**src/hw/rtl/chained_hash_map_top_defines.svh**
```systemverilog
// Assertion macros for the chained hash map.
`ifndef CHAINED_HASH_MAP_TOP_DEFINES_SVH
`define CHAINED_HASH_MAP_TOP_DEFINES_SVH

// Condition holds in the same cycle as its trigger.
`define CHM_ASSERT_NOW(label, trig, cond) \
   label: assert property (@(posedge clock) disable iff (reset) (trig) |-> (cond)) \
      else $error("chained hash map check failed");

// Condition holds in the cycle after its trigger.
`define CHM_ASSERT_NEXT(label, trig, cond) \
   label: assert property (@(posedge clock) disable iff (reset) (trig) |=> (cond)) \
      else $error("chained hash map check failed");

`endif

```
**src/hw/rtl/chm_pkg.sv**
```systemverilog
package chm_pkg;

   localparam int BUCKETS      = 1024;
   localparam int POOL_ENTRIES = 256;
   localparam int KEY_BITS     = 32;
   localparam int VALUE_BITS   = 32;

   localparam int BUCKET_W   = $clog2(BUCKETS);
   localparam int POOL_W     = $clog2(POOL_ENTRIES);
   localparam int LINK_W     = $clog2(POOL_ENTRIES + 1);
   localparam int COUNT_W    = LINK_W;
   localparam int INIT_DEPTH = (BUCKETS > POOL_ENTRIES) ? BUCKETS : POOL_ENTRIES;
   localparam int INIT_W     = $clog2(INIT_DEPTH);
   localparam int INIT_CW    = INIT_W + 1;

   localparam logic [LINK_W-1:0] NIL = LINK_W'(POOL_ENTRIES);

   typedef enum logic [1:0] {
      CMD_PUT    = 2'd0,
      CMD_GET    = 2'd1,
      CMD_REMOVE = 2'd2,
      CMD_NONE   = 2'd3
   } chm_command_type;

   typedef enum logic [2:0] {
      STATUS_OK        = 3'd0,
      STATUS_EXISTS    = 3'd1,
      STATUS_NOT_FOUND = 3'd2,
      STATUS_FULL      = 3'd3,
      STATUS_KEY_ZERO  = 3'd4
   } chm_status_type;

   typedef struct packed {
      logic           init_step;
      logic           load_req;
      logic           head_rd;
      logic           head_take;
      logic           walk;
      logic           take_hit;
      logic           put_rd;
      logic           put_wr;
      logic           unlink;
      logic           rem_free;
      logic           rsp_load;
      chm_status_type rsp_code;
      logic           rsp_found;
   } chm_cmd_type;

   typedef struct packed {
      logic               init_done;
      chm_command_type    command;
      logic               key_zero;
      logic               head_nil;
      logic               key_match;
      logic               link_nil;
      logic               hit;
      logic               prev_nil;
      logic               free_nil;
      logic               rsp_busy;
      logic [COUNT_W-1:0] count;
   } chm_sts_type;

   function automatic logic is_nil(input logic [LINK_W-1:0] idx);
      return idx >= NIL;
   endfunction

   function automatic logic [LINK_W-1:0] clamp(input logic [LINK_W-1:0] idx);
      return is_nil(idx) ? NIL : idx;
   endfunction

endpackage

```
**src/hw/rtl/chm_ctrl.sv**
```systemverilog
module chm_ctrl (
   input  logic                 clock,
   input  logic                 reset,
   input  logic                 req_valid,
   output logic                 req_ready,
   input  chm_pkg::chm_sts_type sts,
   output chm_pkg::chm_cmd_type cmd
);

   typedef enum logic [3:0] {
      ST_INIT, ST_IDLE, ST_LOOKUP, ST_HEAD, ST_WALK,
      ST_DECIDE, ST_PUT_WR, ST_REM_FREE, ST_FINISH
   } state_type;

   state_type              state_ff;
   chm_pkg::chm_status_type code_ff;
   logic                   found_ff;

   assign req_ready = (state_ff == ST_IDLE);

   always_comb begin
      cmd           = '0;
      cmd.rsp_code  = code_ff;
      cmd.rsp_found = found_ff;
      case (state_ff)
         ST_INIT:     cmd.init_step = 1'b1;
         ST_IDLE:     cmd.load_req  = req_valid;
         ST_LOOKUP:   cmd.head_rd   = (sts.command != chm_pkg::CMD_NONE) && !sts.key_zero;
         ST_HEAD:     cmd.head_take = 1'b1;
         ST_WALK: begin
            cmd.take_hit = sts.key_match;
            cmd.walk     = !sts.key_match && !sts.link_nil;
         end
         ST_DECIDE: begin
            cmd.put_rd = (sts.command == chm_pkg::CMD_PUT) && !sts.hit && !sts.free_nil;
            cmd.unlink = (sts.command == chm_pkg::CMD_REMOVE) && sts.hit;
         end
         ST_PUT_WR:   cmd.put_wr   = 1'b1;
         ST_REM_FREE: cmd.rem_free = 1'b1;
         ST_FINISH:   cmd.rsp_load = !sts.rsp_busy;
         default:     cmd.rsp_load = 1'b0;
      endcase
   end

   always_ff @(posedge clock) begin
      if (reset) begin
         state_ff <= ST_INIT;
         code_ff  <= chm_pkg::STATUS_OK;
         found_ff <= 1'b0;
      end else begin
         case (state_ff)
            ST_INIT: begin
               if (sts.init_done) state_ff <= ST_IDLE;
            end
            ST_IDLE: begin
               if (req_valid) state_ff <= ST_LOOKUP;
            end
            ST_LOOKUP: begin
               found_ff <= 1'b0;
               code_ff  <= chm_pkg::STATUS_OK;
               if (sts.command == chm_pkg::CMD_NONE) begin
                  state_ff <= ST_FINISH;
               end else if (sts.key_zero) begin
                  code_ff  <= chm_pkg::STATUS_KEY_ZERO;
                  state_ff <= ST_FINISH;
               end else begin
                  state_ff <= ST_HEAD;
               end
            end
            ST_HEAD: begin
               state_ff <= sts.head_nil ? ST_DECIDE : ST_WALK;
            end
            ST_WALK: begin
               if (sts.key_match || sts.link_nil) state_ff <= ST_DECIDE;
            end
            ST_DECIDE: begin
               state_ff <= ST_FINISH;
               case (sts.command)
                  chm_pkg::CMD_PUT: begin
                     if (sts.hit) code_ff <= chm_pkg::STATUS_EXISTS;
                     else if (sts.free_nil) code_ff <= chm_pkg::STATUS_FULL;
                     else state_ff <= ST_PUT_WR;
                  end
                  chm_pkg::CMD_GET: begin
                     if (sts.hit) found_ff <= 1'b1;
                     else code_ff <= chm_pkg::STATUS_NOT_FOUND;
                  end
                  chm_pkg::CMD_REMOVE: begin
                     if (sts.hit) state_ff <= ST_REM_FREE;
                     else code_ff <= chm_pkg::STATUS_NOT_FOUND;
                  end
                  default: code_ff <= chm_pkg::STATUS_OK;
               endcase
            end
            ST_PUT_WR:   state_ff <= ST_FINISH;
            ST_REM_FREE: state_ff <= ST_FINISH;
            ST_FINISH: begin
               if (!sts.rsp_busy) state_ff <= ST_IDLE;
            end
            default: state_ff <= ST_INIT;
         endcase
      end
   end

endmodule

```
**config.mk**
```make
export PLATFORM = sky130hd
export DESIGN_NAME = chm_ctrl
export DESIGN_NICKNAME = d
export VERILOG_FILES = /design/src/hw/rtl/chained_hash_map_top_defines.svh /design/src/hw/rtl/chm_pkg.sv /design/src/hw/rtl/chm_ctrl.sv
export SDC_FILE = /design/constraint.sdc
export NUM_CORES = 1
export LEC_CHECK = 0
export BUFFER_PORTS_ARGS = -buffer_cell sky130_fd_sc_hd__buf_2
export CAP_MARGIN = 20
export CORE_UTILIZATION = 35
export CTS_BUF_LIST = sky130_fd_sc_hd__clkbuf_8
export DETAILED_ROUTE_END_ITERATION = 8
export GPL_ROUTABILITY_DRIVEN = 1
export PLACE_DENSITY = 0.65
export SETUP_SLACK_MARGIN = 0.4
export SKIP_CTS_REPAIR_TIMING = 1
export SKIP_LAST_GASP = 1
export SLEW_MARGIN = 20
export SYNTH_ARGS = -nofsm -noshare
export SYNTH_HDL_FRONTEND = slang
export SYNTH_SLANG_ARGS = --single-unit
export TNS_END_PERCENT = 10
```
**constraint.sdc**
```tcl
create_clock -name clock -period 1.9 [get_ports clock]
set_input_delay 0.285 -clock clock [delete_from_list [all_inputs] [get_ports clock]]
set_output_delay 0.285 -clock clock [all_outputs]
set_load 0.03 [all_outputs]
```
# Yosys cells after proc, flatten, opt, wreduce, memory -nomap -nowiden
# Index checks and enable logic that the tools add are counted.
totals:
  reg_bits: 8
  in_bits: 23
  output_inout_bits: 16
  wordCells: 75
classes:
  eq_ne: 20
  n_mux: 32
  reduce_logical: 20
ops:
  columns: ["cell", "count"]
  rows:
  - ["$mux 4", 9]
  - ["$pmux 4 s8", 1]
  - ["$eq 4x3->1 const B", 4]
  - ["$mux 3", 5]
  - ["$mux 1", 12]
  - ["$ne 2x2->1 const B", 6]
  - ["$pmux 3 s2", 2]
  - ["$eq 4x2->1 const B", 2]
  - ["$pmux 4 s2", 1]
  - ["$logic_not 1->1", 6]
  - ["$reduce_and 3->1", 2]
  - ["$logic_and 1x1->1", 5]
  - ["$eq 2x2->1 const B", 2]
  - ["$eq 4x1->1 const B", 1]
  - ["$eq 4x4->1 const B", 1]
  - ["$logic_not 4->1", 1]
  - ["$ne 4x4->1 const B", 1]
  - ["$reduce_and 4->1", 1]
  - ["$reduce_or 2->1", 2]
  - ["$ne 3x3->1 const B", 1]
  - ["$eq 2x1->1 const B", 1]
  - ["$logic_not 2->1", 1]
  - ["$mux 2", 1]
  - ["$ne 2x1->1 const B", 1]
  - ["3 further kinds", 3]

# Depth between registers and ports, before layout
# Gate-level depths: netlist (run 1).
depth:
  ltp_word: 4
  ltp_mapped: 6
  depth_no_buf: 6

# Worst setup path after synthesis (run 1)
# Ideal clock, no wire load.
synth_timing:
  path_type: "reg2out"
  startpoint: "register state_ff[2]"
  endpoint: "output port cmd[13] (netlist bit)"
  arrival_time_ps: 2194
  required_time_ps: 1615
  setup_slack_ps: -579
  path_stages_with_launch: 4
  path_buffers: 1
  cell_sequence: "dfxtp_1 > buf_2 > nor4b_1 > and2_1"
synth_lines:
  columns: ["element", "line", "text"]
  rows:
  - ["start, declared", "chm_ctrl.sv:15", "state_type state_ff;"]
  - ["start signal, assigned", "chm_ctrl.sv:71", "state_ff <= sts.head_nil ? ST_DECIDE : ST_WALK;"]
  - ["end, declared", "chm_ctrl.sv:7", "output chm_pkg::chm_cmd_type cmd"]

==> reports/qor.csv, run 1 <==
stage,metric,value,unit
status,status,"finished, final reports clean",
critical_path,r2r_setup_slack,0.37,ns
synthesis,synth-async-reset-ratio,0,
detailed_routing,firstDrtPassIters,4,
synthesis,syn_area,711,µm²
sta,drv_slew,0,
critical_path,cp_max_fo,3,
critical_path,endpoint_kind,primary output,
floorplanning,rows,15,
synthesis,synth_mux_area_frac,0.0141,
synthesis,synthFlopType,dfxtp_1,
synthesis,synth_cell_types,37,
critical_path,crit_slowest_cell,or4b_4,
synthesis,ys_seq_elements,8,
place,gp_congestion,0.817,
synthesis,synth_top_family_by_area,simple AND/OR/NAND/NOR gates,
clock_tree,cts.clk_slew.worst_paths,0.04,ns
cells_and_area,layout-drive-gt1-share,0.415,
synthesis,synth_simple_gate_area_frac,0.377,
detailed_routing,avgRoutedWirePerCell,12.1,µm
clock_tree,cts_tree,yes,
critical_path,slowest_delay,0.56,ns
detailed_routing,wl_met3,56,µm
detailed_routing,routed_via_density,5.13,
place,dp_cells,140,
floorplanning,coreArea,1820,µm²
global_route,antenna_found_initial,0,
critical_path,path_buf_inv,1,
global_route,grt_overflow,0,
synthesis,syn_inst,91,
floorplanning,die-area,2210,µm²
synthesis,synth_fa_ha_area_frac,0.0880,
synthesis,synthXorXnorAreaFrac,0,
floorplanning,ios,39,
clock_tree,root_buffer,clkbuf_8,
floorplanning,dieHeight,47.1,µm
cells_and_area,utilization,0.543,
critical_path,start_kind,register,
sta,finalHoldViolations,0,
detailed_routing,drc,0,
pwr,power_density,918,nW/µm²
synthesis,synth-seq-area-share,0.225,
pwr,max-vdd-ir-drop,0.404,mV
critical_path,critical-path-top-delay-family,simple AND/OR/NAND/NOR gates,
cells_and_area,fin_nets,148,
sta,max_clock_freq,557,MHz
sta,fin_hold_ws,0.357,ns
synthesis,synth_compound_area_frac,0.195,
critical_path,critical_path_class,reg2out,
sta,setup_tns,0,ns
sta,worst_slew_pin_slew,0.292,ns
synthesis,synth_edf_count,0,
critical_path,required,1.62,ns
sta,finalClockSkew,0.00109,ns
clock_tree,cts.path.max_buffers,2,
cells_and_area,diodes,0,
critical_path,cp.arrival,1.51,ns
cells_and_area,fin_area,988,µm²
cells_and_area,final_cells,143,
place,dp_hpwl,1380,µm
detailed_routing,routed_wl,1730,µm
clock_tree,htreeDepth,1,
cells_and_area,area_growth,39.1,%
detailed_routing,drtIter0Drc,8,
place,numPortBuffers,28,
detailed_routing,wl_met1,853,µm
job,drv_cap,0,
critical_path,crit_path_cell_trace,or4b_4 > nor3_4 > buf_6,
global_route,grt_pass1_wl,2590,µm
sta,rsz0062_at_grt,true,
detailed_routing,postRouteAntennaNets,0,
floorplanning,start_util,0.390,
synthesis,synth.avg_cell_area,7.81,µm²
detailed_routing,top_layer,met4,
clock_tree,numCtsBuffers,3,
detailed_routing,route.met2.wl,803,µm
synthesis,yosys_warnings,0,
clock_tree,worst_skew_pair.late_latency,0.22,ns
global_route,grt_max_degree,15,
sta,finalSetupViolCount,0,
place,postPlaceCellArea,928,µm²
global_route,grt_usage,0.164,
floorplanning,die_w,47.1,µm
clock_tree,cts_sinks,8,
sta,slew_headroom,0.805,
min_path,hold_path.class,in2reg,
detailed_routing,vias,733,
synthesis,synth_nets,119,
sta,post-route-period-util,0.945,
pwr,p_leak,0.422,nW
global_route,grt_pass1_vias,591,
sta,fin_crit,1.80,ns
[power breakdown]
group / internal [mW] / switching (mW) / leakage [nW]
Sequential: 0.190 / 0.0180 / 0.0648
Clock: 0.136 / 0.0583 / 0.0216
Combinational: 0.203 / 0.301 / 0.336
Total: 0.530 / 0.377 / 0.422
[stage by stage]
stage	setup slack [ns]	power, mW
2_1_floorplan	0.219	0.635
3_3_place_gp	0.295	0.694
3_5_place_dp	0.280	0.704
4_1_cts	0.0403	0.900
5_1_grt	0.0537	0.962
6_report	0.105	0.907
[area by class of cell]
type	count	area [µm²]
Inverter	6	22.5
Tap cell	25	31.3
Sequential cell	8	160
Fill cell	185	832
Clock buffer	3	41.3
Multi-Input combinational cell	68	541
Timing Repair Buffer	33	193
[logic make-up after synthesis]
kind of cell               count (synthesis)
and+or+nand+nor                           43
AOI/OAI and AO/OA                         19
buffers and inverters                     15
DFF                                        8
adders and majority gates                  5
muxes                                      1
[sequential cells by signal, indices dropped and copies added, names as in the netlist]
| name | count |
|---|---|
| found_ff | 1 |
| state_ff | 4 |
| code_ff | 3 |
[per-layer routing]
layer  up-vias  GRT usage
li1        379          -
met1       334      0.238
met2        18      0.242
met3         2     0.0346
met4         0     0.0514
met5         -          0
[Yosys cell counts (3+ instances only)]
master	n	area (µm²)
a21oi_1	8	40.0
ha_1	5	62.6
nor2_1	9	33.8
nor3_1	6	30.0
or2_2	3	18.8
dfxtp_1	8	160
nand2_1	4	15.0
buf_2	3	15.0
nand3_1	3	15.0
clkbuf_1	3	11.3
nor4b_1	3	26.3
inv_1	6	22.5
[path summary, 6_finish.rpt]
kind	from	endpoint	cells after the start
hold / removal	reset	code_ff[0]	2
setup reg to reg	state_ff[1]	code_ff[1]	5
setup / recovery	state_ff[3]	cmd[12]	3
hold reg to reg	code_ff[0]	code_ff[0]	2
[placed cells by master (no fill, tap or decap)]
master,synthesis,final
and2_1,1,1
nor3_1,6,4
nor3_4,1,1
or2_4,0,1
nand2_1,4,4
and4bb_4,1,1
nand2b_1,2,2
a21oi_1,8,8
clkbuf_8,0,3
ha_1,5,5
a211oi_1,1,1
o21ai_0,2,2
nor3b_1,2,2
or4b_4,0,1
nor3_2,0,2
dfxtp_1,8,8
nor4b_4,0,2
mux2i_1,1,1
buf_2,3,25
o221ai_1,1,1
or3_1,1,1
or2_2,3,2
buf_6,1,2
buf_4,1,6
a31oi_1,2,2
a211o_1,1,1
inv_1,6,6
nor2b_1,2,2
and3_1,1,1
nand4b_1,1,1
nand3_1,3,3
nor4b_2,0,1
o311ai_4,1,1
a32oi_1,1,1
nor2_1,9,9
o211ai_1,1,1
o31a_1,1,1
nor4_1,1,1
nor4_4,0,1
No activity file was read; power rests on OpenSTA's default activity.
==> run 2, diff against run 1 <==
BUFFER_PORTS_ARGS = -buffer_cell sky130_fd_sc_hd__clkbuf_2   (was -buffer_cell sky130_fd_sc_hd__buf_2)
SLEW_MARGIN = unset   (was 20)
==> run 2 against run 1 <==
Worst setup slack better by 0.060 ns. Combinational power is 0.8% lower. Utilization up 1.5 points. Critical path type unchanged. Count of clock-buffer cells in the layout stayed put. Sequential cell count did not move. Register-to-register slack got worse by 0.05 ns. Sequential power is 5% higher. Largest power group unchanged. Largest cell class unchanged. Sequential share of layout area shrank 0.32 points. Clock skew increased by 0.0013 ns.
==> reports/qor.csv, run 2 (synthesis gave the netlist of run 1 again) <==
stage,metric,value,unit
status,status,"finished, final reports clean",
detailed_routing,firstDrtPassIters,3,
job,drv_cap,0,
cells_and_area,diodes,0,
sta,max_clock_freq,576,MHz
cells_and_area,fill_cells,172,
critical_path,critical_path_class,reg2out,
clock_tree,cts_sinks,8,
cells_and_area,final_cells,144,
sta,post-route-period-util,0.913,
place,numPortBuffers,28,
min_path,hold_depth,2,
pwr,max-vdd-ir-drop,0.362,mV
clock_tree,cts.clk_slew.worst_paths,0.04,ns
sta,drv_slew,0,
pwr,power_density,908,nW/µm²
cells_and_area,largest_register,state_ff,
sta,rsz0062_at_grt,true,
min_path,hold_path.class,in2reg,
critical_path,required,1.62,ns
clock_tree,worst_skew_pair.late_latency,0.23,ns
place,dp_hpwl,1330,µm
sta,fin_crit,1.74,ns
floorplanning,rows,15,
global_route,grt_max_degree,15,
global_route,antenna_found_initial,0,
cells_and_area,area_growth,43.0,%
floorplanning,die-area,2210,µm²
global_route,grt_pass1_wl,2650,µm
clock_tree,root_buffer,clkbuf_8,
cells_and_area,reg_top3,"state_ff (4), code_ff (3), found_ff (1)",
detailed_routing,drc,0,
clock_tree,htreeDepth,1,
clock_tree,cts.path.max_buffers,2,
cells_and_area,largest_reg_flops,4,
detailed_routing,routed_via_density,5.11,
floorplanning,coreArea,1820,µm²
min_path,min-delay-start,reset,
detailed_routing,routed_wl,1680,µm
place,dp_cells,140,
clock_tree,cts_tree,yes,
min_path,worstHoldEndpoint,code_ff[1],
global_route,grt_overflow,0,
critical_path,endpoint_kind,primary output,
floorplanning,ios,39,
cells_and_area,final_common_cell,clkbuf_2,
global_route,grt_usage,0.165,
cells_and_area,fin_nets,149,
place,gp_congestion,0.780,
sta,worst_slew_pin_slew,0.284,ns
sta,slew_headroom,0.810,
global_route,grt_pass1_vias,608,
floorplanning,dieHeight,47.1,µm
sta,finalHoldViolations,0,
detailed_routing,postRouteAntennaNets,0,
critical_path,r2r_cells,6,
sta,setup_tns,0,ns
floorplanning,die_w,47.1,µm
clock_tree,numCtsBuffers,3,
detailed_routing,drtIter0Drc,2,
detailed_routing,vias,736,
pwr,p_leak,0.426,nW
sta,finalClockSkew,0.00241,ns
cells_and_area,layout_common_cells,"clkbuf_2 (24), nor2_1 (9), a21oi_1 (8)",
critical_path,r2r_setup_slack,0.32,ns
critical_path,cp_max_fo,14,
detailed_routing,avgRoutedWirePerCell,11.7,µm
critical_path,rr_endpoint,code_ff[1],
sta,finalSetupViolCount,0,
critical_path,start_kind,register,
floorplanning,start_util,0.390,
critical_path,cp.arrival,1.45,ns
cells_and_area,layout-drive-gt1-share,0.429,
critical_path,r2r-start,state_ff[3],
run 2: where the power goes:
group	total, mW	leakage [nW]	switching, mW	internal [mW]
combinational	0.500	0.340	0.297	0.203
clock	0.203	0.0216	0.0661	0.137
sequential	0.219	0.0651	0.0263	0.193
total	0.923	0.426	0.389	0.534
run 2: cell type report:
class / count / area (µm²) / share of cell area
well taps: 25 / 31.3 / 0.0308
inverters: 6 / 22.5 / 0.0222
multi-input cells: 68 / 549 / 0.541
repair buffers: 34 / 210 / 0.207
clock buffers: 3 / 41.3 / 0.0406
flip-flops and latches: 8 / 161 / 0.159
run 2: per-layer routing:
layer	vias up	part of all wire	track usage	wire length [µm]
met4	0	0.012	0.0514	20
met1	334	0.50	0.234	846
met5	-	0	0	0
met2	15	0.46	0.258	779
li1	384	-	-	-
met3	3	0.019	0.0231	32
run 2: worst max path at each step:
| stage | start | to | slack [ns] | depth (start not counted) |
|---|---|---|---|---|
| floorplan | state_ff[0] | state_ff[0] | 0.22 | 6 |
| global placement | state_ff[0] | cmd[12] | 0.29 | 3 |
| detailed placement | state_ff[0] | cmd[12] | 0.29 | 3 |
| CTS | state_ff[0] | cmd[12] | 0.05 | 3 |
| global route | state_ff[2] | cmd[12] | 0.09 | 3 |
| finish | state_ff[3] | cmd[8] | 0.16 | 4 |
run 2: worst max-delay path, stage by stage (launching register included):
cell      delay (ns)
dfxtp_1         0.31
buf_6           0.15
and4bb_4        0.36
nor4b_4         0.23
buf_6           0.17
run 2: metrics by stage:
step | util | power, mW | setup WS (ns) | hold WS, ns | cell area, µm²
after global placement | 0.510 | 0.695 | 0.293 | 0.459 | 928
after global routing | 0.558 | 0.979 | 0.0940 | 0.362 | 1020
final | 0.558 | 0.923 | 0.165 | 0.357 | 1020
after floorplan | - | 0.635 | 0.219 | 0.455 | 785
after detailed placement | 0.510 | 0.706 | 0.292 | 0.467 | 928
after CTS | 0.533 | 0.912 | 0.0453 | 0.349 | 970
